File: src/rtl/max_pool_2x2_stride2_defines.svh
// Assertion macros shared by the max pooling block.
`ifndef MAX_POOL_2X2_STRIDE2_DEFINES_SVH
`define MAX_POOL_2X2_STRIDE2_DEFINES_SVH

// Same-cycle implication, checked on every rising edge outside reset.
`define MP_ASSERT_IMP(label, ante, cons) \
  label: assert property (@(posedge clk) disable iff (!rst_n) (ante) |-> (cons)) \
    else $error("max pool assertion failed");

// Next-cycle implication, checked on every rising edge outside reset.
`define MP_ASSERT_NXT(label, ante, cons) \
  label: assert property (@(posedge clk) disable iff (!rst_n) (ante) |=> (cons)) \
    else $error("max pool assertion failed");

`endif

File: src/rtl/mp_pkg.sv
// Shared types and constants of the 2x2 stride 2 max pooling block.
package mp_pkg;

  // Fixed field widths.
  localparam int SAMPLE_W  = 16;
  localparam int CFG_W     = 16;
  localparam int CFG_IDX_W = 2;

  // Size limits of a feature map.
  localparam logic [6:0] HEIGHT_MIN  = 7'd2;
  localparam logic [6:0] HEIGHT_MAX  = 7'd64;
  localparam logic [6:0] WIDTH_MIN   = 7'd2;
  localparam logic [8:0] CHANNEL_MIN = 9'd1;
  localparam logic [8:0] CHANNEL_MAX = 9'd256;

  // Configuration values after reset.
  localparam logic [6:0] WIDTH_RESET   = 7'd26;
  localparam logic [6:0] HEIGHT_RESET  = 7'd26;
  localparam logic [8:0] CHANNEL_RESET = 9'd8;
  localparam logic signed [SAMPLE_W-1:0] FLOOR_RESET = -16'sd2560;

  // Configuration register indexes.
  typedef enum logic [CFG_IDX_W-1:0] {
    REG_IN_WIDTH      = 2'd0,
    REG_IN_HEIGHT     = 2'd1,
    REG_CHANNEL_COUNT = 2'd2,
    REG_FLOOR_VALUE   = 2'd3
  } cfg_reg_t;

  // What the back end does with a queued sample.
  typedef enum logic [1:0] {
    KIND_PAIR_FIRST = 2'd0,
    KIND_PAIR_STORE = 2'd1,
    KIND_PAIR_EMIT  = 2'd2
  } item_kind_t;

  // One classified sample travelling from the front end to the back end.
  typedef struct packed {
    item_kind_t                  kind;
    logic                        last;
    logic signed [SAMPLE_W-1:0]  sample;
  } pool_item_t;

  // Frame geometry as written by software, before clamping.
  typedef struct packed {
    logic [6:0] in_width;
    logic [6:0] in_height;
    logic [8:0] channel_count;
  } pool_cfg_t;

endpackage

File: src/rtl/mp_front.sv
// Front end: position counters and classification of each accepted sample.
module mp_front import mp_pkg::*; #(
  parameter int MAX_WIDTH = 64,
  localparam int CW = $clog2(MAX_WIDTH),
  localparam int SW = $clog2(MAX_WIDTH / 2)
) (
  input  logic                        clk,
  input  logic                        rst_n,
  input  pool_cfg_t                   cfg_i,
  input  logic                        in_accept_i,
  input  logic signed [SAMPLE_W-1:0]  in_sample_i,
  output logic                        push_o,
  output pool_item_t                  item_o,
  output logic [SW-1:0]               slot_o
);

  localparam int XW = CW + 1;

  logic [CW-1:0] col_r, col_nxt;
  logic [5:0]    row_r, row_nxt;
  logic [7:0]    chan_r, chan_nxt;

  logic [XW-1:0] width_eff;
  logic [XW-1:0] width_even;
  logic [6:0]    height_eff;
  logic [6:0]    height_even;
  logic [8:0]    chan_eff;
  logic [XW-1:0] col_inc;
  logic [6:0]    row_inc;
  logic [8:0]    chan_inc;
  logic          in_range;

  // Clamp the written geometry to the supported ranges.
  always_comb begin
    if (cfg_i.in_width < WIDTH_MIN) begin
      width_eff = XW'(2);
    end else if (32'(cfg_i.in_width) > MAX_WIDTH) begin
      width_eff = XW'(MAX_WIDTH);
    end else begin
      width_eff = XW'(cfg_i.in_width);
    end
    if (cfg_i.in_height < HEIGHT_MIN) begin
      height_eff = HEIGHT_MIN;
    end else if (cfg_i.in_height > HEIGHT_MAX) begin
      height_eff = HEIGHT_MAX;
    end else begin
      height_eff = cfg_i.in_height;
    end
    if (cfg_i.channel_count < CHANNEL_MIN) begin
      chan_eff = CHANNEL_MIN;
    end else if (cfg_i.channel_count > CHANNEL_MAX) begin
      chan_eff = CHANNEL_MAX;
    end else begin
      chan_eff = cfg_i.channel_count;
    end
  end

  // A trailing odd column or row lies outside the pooled area.
  assign width_even  = {width_eff[XW-1:1], 1'b0};
  assign height_even = {height_eff[6:1], 1'b0};
  assign col_inc     = {1'b0, col_r} + XW'(1);
  assign row_inc     = {1'b0, row_r} + 7'd1;
  assign chan_inc    = {1'b0, chan_r} + 9'd1;
  assign in_range    = ({1'b0, col_r} < width_even) && ({1'b0, row_r} < height_even);

  // Classify the sample by the parity of its column and row.
  always_comb begin
    push_o         = in_accept_i && in_range;
    item_o.sample  = in_sample_i;
    item_o.last    = (col_inc == width_even) && (row_inc == height_even);
    slot_o         = col_r[SW:1];
    if (!col_r[0]) begin
      item_o.kind = KIND_PAIR_FIRST;
    end else if (!row_r[0]) begin
      item_o.kind = KIND_PAIR_STORE;
    end else begin
      item_o.kind = KIND_PAIR_EMIT;
    end
  end

  // Advance column, row and channel; each wraps at or past its last value.
  always_comb begin
    col_nxt  = col_r;
    row_nxt  = row_r;
    chan_nxt = chan_r;
    if (in_accept_i) begin
      if (col_inc >= width_eff) begin
        col_nxt = '0;
        if (row_inc >= height_eff) begin
          row_nxt = '0;
          if (chan_inc >= chan_eff) begin
            chan_nxt = '0;
          end else begin
            chan_nxt = chan_inc[7:0];
          end
        end else begin
          row_nxt = row_inc[5:0];
        end
      end else begin
        col_nxt = col_inc[CW-1:0];
      end
    end
  end

  always_ff @(posedge clk) begin
    if (!rst_n) begin
      col_r  <= '0;
      row_r  <= '0;
      chan_r <= '0;
    end else begin
      col_r  <= col_nxt;
      row_r  <= row_nxt;
      chan_r <= chan_nxt;
    end
  end

endmodule

File: src/rtl/mp_queue.sv
// Short first-in first-out queue between the front end and the back end.
module mp_queue #(
  parameter int DW    = 8,
  parameter int DEPTH = 4
) (
  input  logic          clk,
  input  logic          rst_n,
  input  logic          push_i,
  input  logic [DW-1:0] push_data_i,
  input  logic          pop_i,
  output logic [DW-1:0] pop_data_o,
  output logic          full_o,
  output logic          empty_o
);

  localparam int AW = $clog2(DEPTH);
  localparam int NW = $clog2(DEPTH + 1);

  logic [DW-1:0] slots_r [DEPTH];
  logic [AW-1:0] wr_ptr_r, wr_ptr_nxt;
  logic [AW-1:0] rd_ptr_r, rd_ptr_nxt;
  logic [NW-1:0] count_r, count_nxt;

  assign full_o     = (count_r == NW'(DEPTH));
  assign empty_o    = (count_r == '0);
  assign pop_data_o = slots_r[rd_ptr_r];

  // Pointer wrap and occupancy.
  always_comb begin
    wr_ptr_nxt = wr_ptr_r;
    rd_ptr_nxt = rd_ptr_r;
    count_nxt  = count_r;
    if (push_i) begin
      wr_ptr_nxt = (wr_ptr_r == AW'(DEPTH - 1)) ? '0 : wr_ptr_r + AW'(1);
    end
    if (pop_i) begin
      rd_ptr_nxt = (rd_ptr_r == AW'(DEPTH - 1)) ? '0 : rd_ptr_r + AW'(1);
    end
    if (push_i && !pop_i) begin
      count_nxt = count_r + NW'(1);
    end else if (pop_i && !push_i) begin
      count_nxt = count_r - NW'(1);
    end
  end

  always_ff @(posedge clk) begin
    if (!rst_n) begin
      wr_ptr_r <= '0;
      rd_ptr_r <= '0;
      count_r  <= '0;
    end else begin
      wr_ptr_r <= wr_ptr_nxt;
      rd_ptr_r <= rd_ptr_nxt;
      count_r  <= count_nxt;
    end
  end

  // Entry storage holds payload only.
  always_ff @(posedge clk) begin
    if (push_i) begin
      slots_r[wr_ptr_r] <= push_data_i;
    end
  end

endmodule

File: src/rtl/mp_back.sv
// Back end: pair maximum, line store of pair maxima and the result stages.
module mp_back import mp_pkg::*; #(
  parameter int MAX_WIDTH = 64,
  localparam int SW = $clog2(MAX_WIDTH / 2)
) (
  input  logic                        clk,
  input  logic                        rst_n,
  input  logic signed [SAMPLE_W-1:0]  floor_i,
  input  logic                        head_valid_i,
  input  pool_item_t                  head_item_i,
  input  logic [SW-1:0]               head_slot_i,
  output logic                        pop_o,
  output logic                        out_valid_o,
  input  logic                        out_ready_i,
  output logic signed [SAMPLE_W-1:0]  out_pooled_o,
  output logic                        out_last_o
);

  localparam int SLOTS = MAX_WIDTH / 2;

  logic signed [SAMPLE_W-1:0] line_mem [SLOTS];

  logic signed [SAMPLE_W-1:0] pair_max_r, pair_max_nxt;
  logic signed [SAMPLE_W-1:0] pair_full;
  logic                       s1_valid_r, s1_valid_nxt;
  logic signed [SAMPLE_W-1:0] s1_pair_r;
  logic signed [SAMPLE_W-1:0] s1_upper_r;
  logic                       s1_last_r;
  logic                       out_valid_r, out_valid_nxt;
  logic signed [SAMPLE_W-1:0] out_pooled_r;
  logic                       out_last_r;
  logic signed [SAMPLE_W-1:0] upper_vs_floor;
  logic signed [SAMPLE_W-1:0] window_max;
  logic                       out_free;
  logic                       s1_free;
  logic                       mem_write;
  logic                       s1_load;

  // Each stage moves when the one after it is empty or being drained.
  assign out_free = !out_valid_r || out_ready_i;
  assign s1_free  = !s1_valid_r || out_free;

  // Only a window result needs room downstream; other samples pass freely.
  assign pop_o = head_valid_i && ((head_item_i.kind != KIND_PAIR_EMIT) || s1_free);

  // Maximum of the horizontal pair closed by this sample.
  assign pair_full = (head_item_i.sample >= pair_max_r) ? head_item_i.sample : pair_max_r;

  always_comb begin
    pair_max_nxt = pair_max_r;
    mem_write    = 1'b0;
    s1_load      = 1'b0;
    if (pop_o) begin
      case (head_item_i.kind)
        KIND_PAIR_FIRST: pair_max_nxt = head_item_i.sample;
        KIND_PAIR_STORE: mem_write    = 1'b1;
        KIND_PAIR_EMIT:  s1_load      = 1'b1;
        default: begin
        end
      endcase
    end
  end

  // Line store: pair maxima of the even row, read back on the odd row.
  always_ff @(posedge clk) begin
    if (mem_write) begin
      line_mem[head_slot_i] <= pair_full;
    end
    if (s1_load) begin
      s1_upper_r <= line_mem[head_slot_i];
      s1_pair_r  <= pair_full;
      s1_last_r  <= head_item_i.last;
    end
    pair_max_r <= pair_max_nxt;
  end

  // Window maximum, never below the floor.
  assign upper_vs_floor = (s1_upper_r >= floor_i) ? s1_upper_r : floor_i;
  assign window_max     = (s1_pair_r >= upper_vs_floor) ? s1_pair_r : upper_vs_floor;

  always_comb begin
    s1_valid_nxt  = s1_free ? s1_load : s1_valid_r;
    out_valid_nxt = out_free ? s1_valid_r : out_valid_r;
  end

  always_ff @(posedge clk) begin
    if (!rst_n) begin
      s1_valid_r  <= 1'b0;
      out_valid_r <= 1'b0;
    end else begin
      s1_valid_r  <= s1_valid_nxt;
      out_valid_r <= out_valid_nxt;
    end
  end

  // Output register holds a result until it is taken.
  always_ff @(posedge clk) begin
    if (out_free && s1_valid_r) begin
      out_pooled_r <= window_max;
      out_last_r   <= s1_last_r;
    end
  end

  assign out_valid_o  = out_valid_r;
  assign out_pooled_o = out_pooled_r;
  assign out_last_o   = out_last_r;

endmodule

File: src/rtl/max_pool_2x2_stride2.sv
// Streaming 2x2 stride 2 max pooling, top level with configuration registers.
// A result goes through the queue, the s1 stage registers and the output register.
// Throughput: one sample per cycle unless output stalls fill the queue.
// A result waiting at the output does not stop input while the four-entry queue has room.
// Synchronous reset (rst_n low) clears counters, queue, result valids; resets config.
// The line store is not cleared; with a steady width it is written before it is read.
`include "max_pool_2x2_stride2_defines.svh"

module max_pool_2x2_stride2 import mp_pkg::*; #(
  parameter int MAX_WIDTH = 64
) (
  input  logic                        clk,
  input  logic                        rst_n,
  input  logic                        in_valid,
  output logic                        in_ready,
  input  logic signed [SAMPLE_W-1:0]  in_sample,
  output logic                        out_valid,
  input  logic                        out_ready,
  output logic signed [SAMPLE_W-1:0]  out_pooled,
  output logic                        out_last_of_channel,
  input  logic                        cfg_valid,
  output logic                        cfg_ready,
  input  logic [CFG_IDX_W-1:0]        cfg_index,
  input  logic [CFG_W-1:0]            cfg_wdata
);

  localparam int SW          = $clog2(MAX_WIDTH / 2);
  localparam int QUEUE_DEPTH = 4;
  localparam int QW          = $bits(pool_item_t) + SW;

  logic [6:0]                 in_width_r;
  logic [6:0]                 in_height_r;
  logic [8:0]                 channel_count_r;
  logic signed [SAMPLE_W-1:0] floor_value_r;

  pool_cfg_t     geom;
  logic          in_accept;
  logic          q_push;
  logic          q_pop;
  logic          q_full;
  logic          q_empty;
  pool_item_t    push_item;
  logic [SW-1:0] push_slot;
  pool_item_t    head_item;
  logic [SW-1:0] head_slot;
  logic [QW-1:0] q_wdata;
  logic [QW-1:0] q_rdata;

  // Configuration registers; writes are always taken.
  assign cfg_ready = 1'b1;

  always_ff @(posedge clk) begin
    if (!rst_n) begin
      in_width_r      <= WIDTH_RESET;
      in_height_r     <= HEIGHT_RESET;
      channel_count_r <= CHANNEL_RESET;
      floor_value_r   <= FLOOR_RESET;
    end else if (cfg_valid && cfg_ready) begin
      case (cfg_reg_t'(cfg_index))
        REG_IN_WIDTH:      in_width_r      <= cfg_wdata[6:0];
        REG_IN_HEIGHT:     in_height_r     <= cfg_wdata[6:0];
        REG_CHANNEL_COUNT: channel_count_r <= cfg_wdata[8:0];
        REG_FLOOR_VALUE:   floor_value_r   <= cfg_wdata;
        default: begin
        end
      endcase
    end
  end

  assign geom.in_width      = in_width_r;
  assign geom.in_height     = in_height_r;
  assign geom.channel_count = channel_count_r;

  // A request is taken whenever the queue has room.
  assign in_ready  = !q_full;
  assign in_accept = in_valid && in_ready;

  mp_front #(
    .MAX_WIDTH (MAX_WIDTH)
  ) u_front (
    .clk         (clk),
    .rst_n       (rst_n),
    .cfg_i       (geom),
    .in_accept_i (in_accept),
    .in_sample_i (in_sample),
    .push_o      (q_push),
    .item_o      (push_item),
    .slot_o      (push_slot)
  );

  assign q_wdata = {push_item, push_slot};

  mp_queue #(
    .DW    (QW),
    .DEPTH (QUEUE_DEPTH)
  ) u_queue (
    .clk         (clk),
    .rst_n       (rst_n),
    .push_i      (q_push),
    .push_data_i (q_wdata),
    .pop_i       (q_pop),
    .pop_data_o  (q_rdata),
    .full_o      (q_full),
    .empty_o     (q_empty)
  );

  assign head_item = pool_item_t'(q_rdata[QW-1:SW]);
  assign head_slot = q_rdata[SW-1:0];

  mp_back #(
    .MAX_WIDTH (MAX_WIDTH)
  ) u_back (
    .clk          (clk),
    .rst_n        (rst_n),
    .floor_i      (floor_value_r),
    .head_valid_i (!q_empty),
    .head_item_i  (head_item),
    .head_slot_i  (head_slot),
    .pop_o        (q_pop),
    .out_valid_o  (out_valid),
    .out_ready_i  (out_ready),
    .out_pooled_o (out_pooled),
    .out_last_o   (out_last_of_channel)
  );

  // Queue occupancy stays consistent between front and back.
  `MP_ASSERT_IMP(a_queue_no_overflow, q_push, !q_full)
  `MP_ASSERT_IMP(a_queue_no_underflow, q_pop, !q_empty)
  `MP_ASSERT_NXT(a_queue_fills, q_push && q_empty && !q_pop, !q_empty)
  // A pooled value never lies below the floor.
  `MP_ASSERT_IMP(a_pooled_above_floor, out_valid, out_pooled >= floor_value_r)

endmodule

File: config.mk
export PLATFORM = sky130hd
export DESIGN_NAME = max_pool_2x2_stride2
export DESIGN_NICKNAME = d
export VERILOG_FILES = /design/src/rtl/mp_pkg.sv /design/src/rtl/mp_front.sv /design/src/rtl/mp_queue.sv /design/src/rtl/mp_back.sv /design/src/rtl/max_pool_2x2_stride2.sv
export VERILOG_INCLUDE_DIRS = /design/src /design/src/rtl
export SDC_FILE = /design/constraint.sdc
export NUM_CORES = 1
export LEC_CHECK = 0
export BUFFER_PORTS_ARGS = -buffer_cell sky130_fd_sc_hd__buf_4
export CORE_UTILIZATION = 50
export CTS_CLUSTER_DIAMETER = 60
export DETAILED_ROUTE_END_ITERATION = 8
export GPL_ROUTABILITY_DRIVEN = 0
export PLACE_DENSITY = 0.66
export REMOVE_ABC_BUFFERS = 1
export SLEW_MARGIN = 20
export SYNTH_ARGS = -nofsm -noshare
export SYNTH_HDL_FRONTEND = slang
export SYNTH_SLANG_ARGS = --single-unit
File: constraint.sdc
create_clock -name clk -period 13.1 [get_ports clk]
set_input_delay 3.93 -clock clk [delete_from_list [all_inputs] [get_ports clk]]
set_output_delay 3.93 -clock clk [all_outputs]
set_load 0.02 [all_outputs]
Yosys cells after proc, flatten, opt, wreduce, memory -nomap -nowiden. Memories as Yosys holds them, arrays and structs flattened. A register that Yosys moved wholly into a read port is not among the register bits. Cells that the tools add are included.

$add $sub $neg: 6. Magnitude comparators: 11. Eq/ne operators: 10. Muxes and demuxes: 25. Reduce and logical (&&, ||, !) cells: 26.

Operator list (count): greater-or-equal comparator 16 bit (3); two-way mux 16 bit (3); two-way mux 7 bit (4); adder 6 x 1 -> 7 bit, second input constant (2); equality test 7 bit (2); greater-or-equal comparator 7 bit (2); > comparator 7 bit, second input constant (2); < comparator 6 x 7 -> 1 bit (2); < comparator 7 x 2 -> 1 bit, second input constant (2); two-way mux 2 bit (6); two-way mux 6 bit (2); AND reduction 2 bit (5); equality test 2 bit, second input constant (4); logical AND 1 bit (8); two-way mux 1 bit (8); zero test 1 bit (6); two-way mux 3 bit (2); adder 2 x 1 -> 2 bit, second input constant (2); equality test 2 x 1 -> 1 bit, second input constant (2); zero test 2 bit (2); adder 3 x 1 -> 3 bit, second input constant (1); equality test 3 bit, second input constant (1); zero test 3 bit (1); logical OR 1 bit (3); other kinds (3) (3).

Register bits after elaboration: 101. Bits in writable memories: 608. Bits of input ports: 39. Output and inout bits: 20. Logic and storage cells: 95. Memories: 2.

Memory list: u_back.line_mem (depth 32, width 16, rd ports 1, clocked after memory_dff 1, write ports 1, line mp_back.sv:21) `logic signed [SAMPLE_W-1:0] line_mem [SLOTS];`; u_queue.slots_r (depth 4, width 24, rd ports 1, clocked after memory_dff 1, write ports 1, line mp_queue.sv:19) `logic [DW-1:0] slots_r [DEPTH];`.

Longest topological paths before layout.
Depth after elaboration: 10. Gate-level depth with buffers: 18.

By module. A second synthesis with hierarchy kept.

Cells, all modules: 1816. Area total of the unflattened synthesis: 31036.0 um^2.

By module, submodules not included: mp_back (instances 1, cells an instance 1300, area an instance 23993.0 um^2, sequential area each 17396.7 um^2); mp_queue (instances 1, cells an instance 170, area an instance 3961.3 um^2, sequential area each 3062.9 um^2); max_pool_2x2_stride2 (instances 1, cells an instance 159, area an instance 1591.5 um^2, sequential area each 780.7 um^2); mp_front (instances 1, cells an instance 187, area an instance 1490.2 um^2, sequential area each 240.2 um^2).

Worst setup path before layout. Ideal clock, no wire load.

Kind: in2reg. Start: input out_ready. End: register u_back.s1_last_r, enable pin. Library setup time: 0.476 ns. Arrival: 6.590 ns. Setup slack: 6.034 ns. Stages: 2. Cell sequence: nor2b_1 > a211oi_1.

Longest elaborated chain between the ends: 5.

Ends and longest elaborated chain: start, declared (line max_pool_2x2_stride2.sv:18) `input logic out_ready,`; logical OR 1 bit (line mp_back.sv:40) `assign out_free = !out_valid_r || out_ready_i;`; logical OR 1 bit (line mp_back.sv:41) `assign s1_free = !s1_valid_r || out_free;`; logical OR 1 bit (line mp_back.sv:44) `assign pop_o = head_valid_i && ((head_item_i.kind != KIND_PAIR_EMIT) || s1_free);`; logical AND 1 bit (line mp_back.sv:44); two-way mux 1 bit (line mp_back.sv:53) `if (pop_o) begin`; net u_back.s1_load (line mp_back.sv:37) `logic s1_load;`; end signal, assigned (line mp_back.sv:72) `s1_last_r <= head_item_i.last;`; end, declared (line mp_back.sv:28) `logic s1_last_r;`.

The timed path passes the listed nets, and every way through them passes these cells. A chain may end at the register's enable or synchronous reset.

Final worst setup path.
Start: input in_valid. End: register u_queue.count_r[2].

Longest elaborated chain between the ends: 5. Elaborated cells on any way between the ends: 7. Those cells by class: mux (1); reduce/logical (6).

Ends and longest elaborated chain: start, declared (line max_pool_2x2_stride2.sv:14) `input logic in_valid,`; logical AND 1 bit * (line max_pool_2x2_stride2.sv:76) `assign in_accept = in_valid && in_ready;`; logical AND 1 bit * (line mp_front.sv:68) `push_o = in_accept_i && in_range;`; net q_push (line max_pool_2x2_stride2.sv:38) `logic q_push;`; zero test 1 bit (line mp_queue.sv:41) `end else if (pop_i && !push_i) begin`; logical AND 1 bit (line mp_queue.sv:41); nonzero test 2 bit (no line); end signal, assigned (line mp_queue.sv:54) `count_r <= count_nxt;`; end, declared (line mp_queue.sv:22) `logic [NW-1:0] count_r, count_nxt;`.

The timed path passes the listed nets; every way through them passes the cells marked *.

==> results.md <==
- Status: finished, final reports clean
- Vias: 16900
- Routed wire length: ~70000 um
- Startpoint types: input pin
- Final Cycle Share: a little under half
- TNS Setup: 0 ns
- Top_reg_cell synth: edfxtp_1
- Width of the die: 251 um
- Fraction of layout cells with a size suffix above 1: about 14%
- Setup Crit Path Kind: input pin to flip-flop
- Initial antenna violation count: 8
- Mapped Avg Cell Area: around 16 um^2
- Grt ovf: 0
- Synthesized area: approximately 0.031 mm^2
- Largest net degree at the start of global routing: 82
- Synth Area in Adders: 3.21%
- # Post-CTS Setup Buffers: 0
- RSZ-0062 raised after global routing: no
- Yosys warns: 0
- Mux share of post-synthesis cell area: between 10% and 20%
- Worst VDD drop: 0.207 mV
- Hold Crit Start: u_back.s1_last_r
- Flops & latches, synth: a little over 700
- Ports: slightly below 60
- CTS Buffer Depth: 3
- Clock Tree Root: clkbuf_16
- Slew Viols, Final: 0
- Worst skew pair latency: 0.61 ns
- Critical path fanouts, max: 12
- Final setup viols: 0
- Xor and xnor area share after synthesis: less than 1%
- Worst-path clk slew: roughly 0.060 ns
- Largest family of logic cells by synthesized area: multiplexers
- Post-Synth Simple-Gate Area: roughly 5.6%
- Tmin final: between 5 and 6 ns
- # hold bufs at CTS: 0
- Total GRT Usage: 22.8%
- Leakage: ~13 nW
- DRT Pass-1 Iters: 5
- Vias per cell: approximately 5.8
- DRT iter0 DRCs: around 1400
- Clock Skews: about 0.026 ns
- Arr. time, crit path: 6.49 ns
- CP endpoint kind: flip-flop
- Fillers: around 4700
- Core Footprint: approximately 0.06 mm^2
- Pwr Density: 267 mW/mm^2
- CTS tree: built
- F_max: 168 MHz
- Synth-to-layout area growth: 12.6%
- Die height: ~250 um
- I/O Buffers: 57
- Worst slew margin: ~29%
- Maxcap violations: 0
- Starting Density: 51.0%
- Ys async rst share: 0%
- Inserted Clock Buffers: 76
- H-tree depth: 3
- Post-CTS sizing: 0
- Die area: between 0.06 and 0.07 mm^2
- Layout net count: roughly 2200
- Wirelength per Cell: 24.4 um
- Sequential area share after synthesis: just under 70%
- Post-DP HPWL: around 43000 um
- Least-Margin Pin Slew: 1.05 ns
- Worst path required time: ~14 ns
- Synth Area in Compound Gates: 4.04%
- Post-synth EDFFs: 674
- Worst hold path class: flip-flop to flip-flop
- Crit path from: in_valid
- Global-route wire length before repair: around 110000 um
- FF-to-FF Start: u_back.s1_upper_r[15]
- Vias in the first global route: 17000
- Cells after synthesis: roughly 2000
- DRC viols: 0
- Yosys cell types: 72
- Num Clock Sinks: approximately 730
- Routed Antenna Nets: 0
- Total power draw: just over 9 mW
- # rows: 90
- Final hold vios: 0
==> sequential cells by signal, indices dropped and copies added (netlist names), 7 cells and up, named ones only <==
register / flops
in_height_r: 7
floor_value_r: 16
u_back.s1_upper_r: 16
u_back.out_pooled_o: 16
u_queue.slots_r: 96
u_back.pair_max_r: 16
u_back.s1_pair_r: 16
u_back.line_mem: 512
in_width_r: 7
==> worst max-delay path, cell delays in order <==
cell and delay [ns]:
buf_4 0.08, a21boi_0 0.16, buf_4 0.21, o221a_2 0.18
o21ai_0 0.08, a21oi_1 0.50, ha_1 0.29, inv_1 0.07
fa_1 0.38, xor2_1 0.16, or3_1 0.30, a21oi_1 0.15
==> synth_stat cells (2+ instances only) <==
master | n | share of area (%)
a31oi_1 | 3 | 0.060
or3_1 | 4 | 0.081
buf_4 | 16 | 0.39
and3_1 | 5 | 0.10
nand2_1 | 198 | 2.4
dfxtp_1 | 53 | 3.4
nand4_1 | 33 | 0.67
nand2b_1 | 6 | 0.12
buf_2 | 38 | 0.61
nor2_4 | 2 | 0.073
clkbuf_1 | 18 | 0.22
clkbuf_4 | 2 | 0.048
nor2_1 | 61 | 0.74
o21ai_0 | 13 | 0.21
inv_1 | 58 | 0.70
and2_4 | 2 | 0.056
xor2_1 | 6 | 0.17
nor3_1 | 8 | 0.13
o211ai_1 | 13 | 0.31
nor3b_1 | 2 | 0.048
a21o_1 | 10 | 0.24
nor2_2 | 2 | 0.040
edfxtp_1 | 674 | 65
a32o_1 | 2 | 0.065
o21a_1 | 4 | 0.097
ha_1 | 78 | 3.1
xnor2_1 | 5 | 0.14
mux2_4 | 12 | 0.58
nor4b_1 | 2 | 0.056
nor2b_1 | 7 | 0.14
nor3_4 | 2 | 0.10
a21oi_1 | 38 | 0.61
mux2i_1 | 390 | 13
a2111oi_0 | 2 | 0.056
a21boi_0 | 3 | 0.073
buf_1 | 2 | 0.024
a211oi_1 | 4 | 0.097
and2_1 | 5 | 0.10
nand3_1 | 18 | 0.29
a32oi_1 | 63 | 1.8
inv_2 | 2 | 0.024
nor4_1 | 6 | 0.12
mux2_2 | 22 | 0.80
mux4_2 | 21 | 1.5
buf_6 | 12 | 0.44
==> final cells by class <==
cell class	instances	area, um^2	share of cell area, %
sequential	727	21300	61.0
timing repair buffer	108	831	2.38
tap	782	978	2.80
antenna	1	2.50	0.00716
clock buffer	96	2090	5.99
multi-input combinational	1077	9010	25.8
inverter	61	229	0.655
clock inverter	44	494	1.41
==> final timing paths <==
check | endpoint | slack [ns] | cells past startpoint
worst max register to register | u_back.out_pooled_o[0] | 7.70 | 13
worst min register to register | u_back.out_last_o | 0.43 | 0
worst max-delay path | u_queue.count_r[2] | 7.14 | 12
worst min-delay path | u_back.out_last_o | 0.43 | 0
==> where the power goes <==
part	internal, mW	switching (mW)
Combinational	1.12	2.45
Clock	1.33	0.875
Sequential	3.44	0.0927
Total	5.90	3.42
==> cells by family after synthesis <==
group                    count (synthesis)
buffers and inverters                  150
flip-flops                             727
multiplexers                           447
adder cells (fa/ha/maj)                 79
AO/OA/AOI/OAI                          166
other                                    1
AND/OR/NAND/NOR                        373
XOR/XNOR                                11
==> cells in the final DEF, fill, tap and decap left out, drive strengths merged, types with 13 or more instances in the layout <==
cell type and n:
nor2 65, o21ai 15, edfxtp 674, nand2 199
dfxtp 53, clkbuf 96, a21oi 38, ha 78
mux2 34, buf 108, mux2i 391, inv 64
nand4 34, o211ai 13, nand3 18, mux4 22
clkinv 29, a32oi 64
==> routing by layer <==
metal | wire length (um) | GRT usage [%] | up-vias
li1 | - | - | 7741
met1 | 29600 | 30.3 | 8497
met2 | 33800 | 36.9 | 538
met3 | 5320 | 5.59 | 119
met4 | 1980 | 7.25 | 8
met5 | 53 | 0 | -
==> stage by stage <==
step                      std cells  worst slack (ns)  utilization [%]  cell area [um^2]  hold slack [ns]
after floorplan                1865              2.75                -             30500            0.400
after global placement         2754              6.49             53.2             32300            0.424
after detailed placement       2754              6.51             53.2             32300            0.429
after CTS                      2894              7.15             57.4             34900            0.442
after global routing           2895              7.04             57.5             34900            0.444
final                          2896              7.14             57.5             34900            0.431
(Power assumes the default switching activity.)
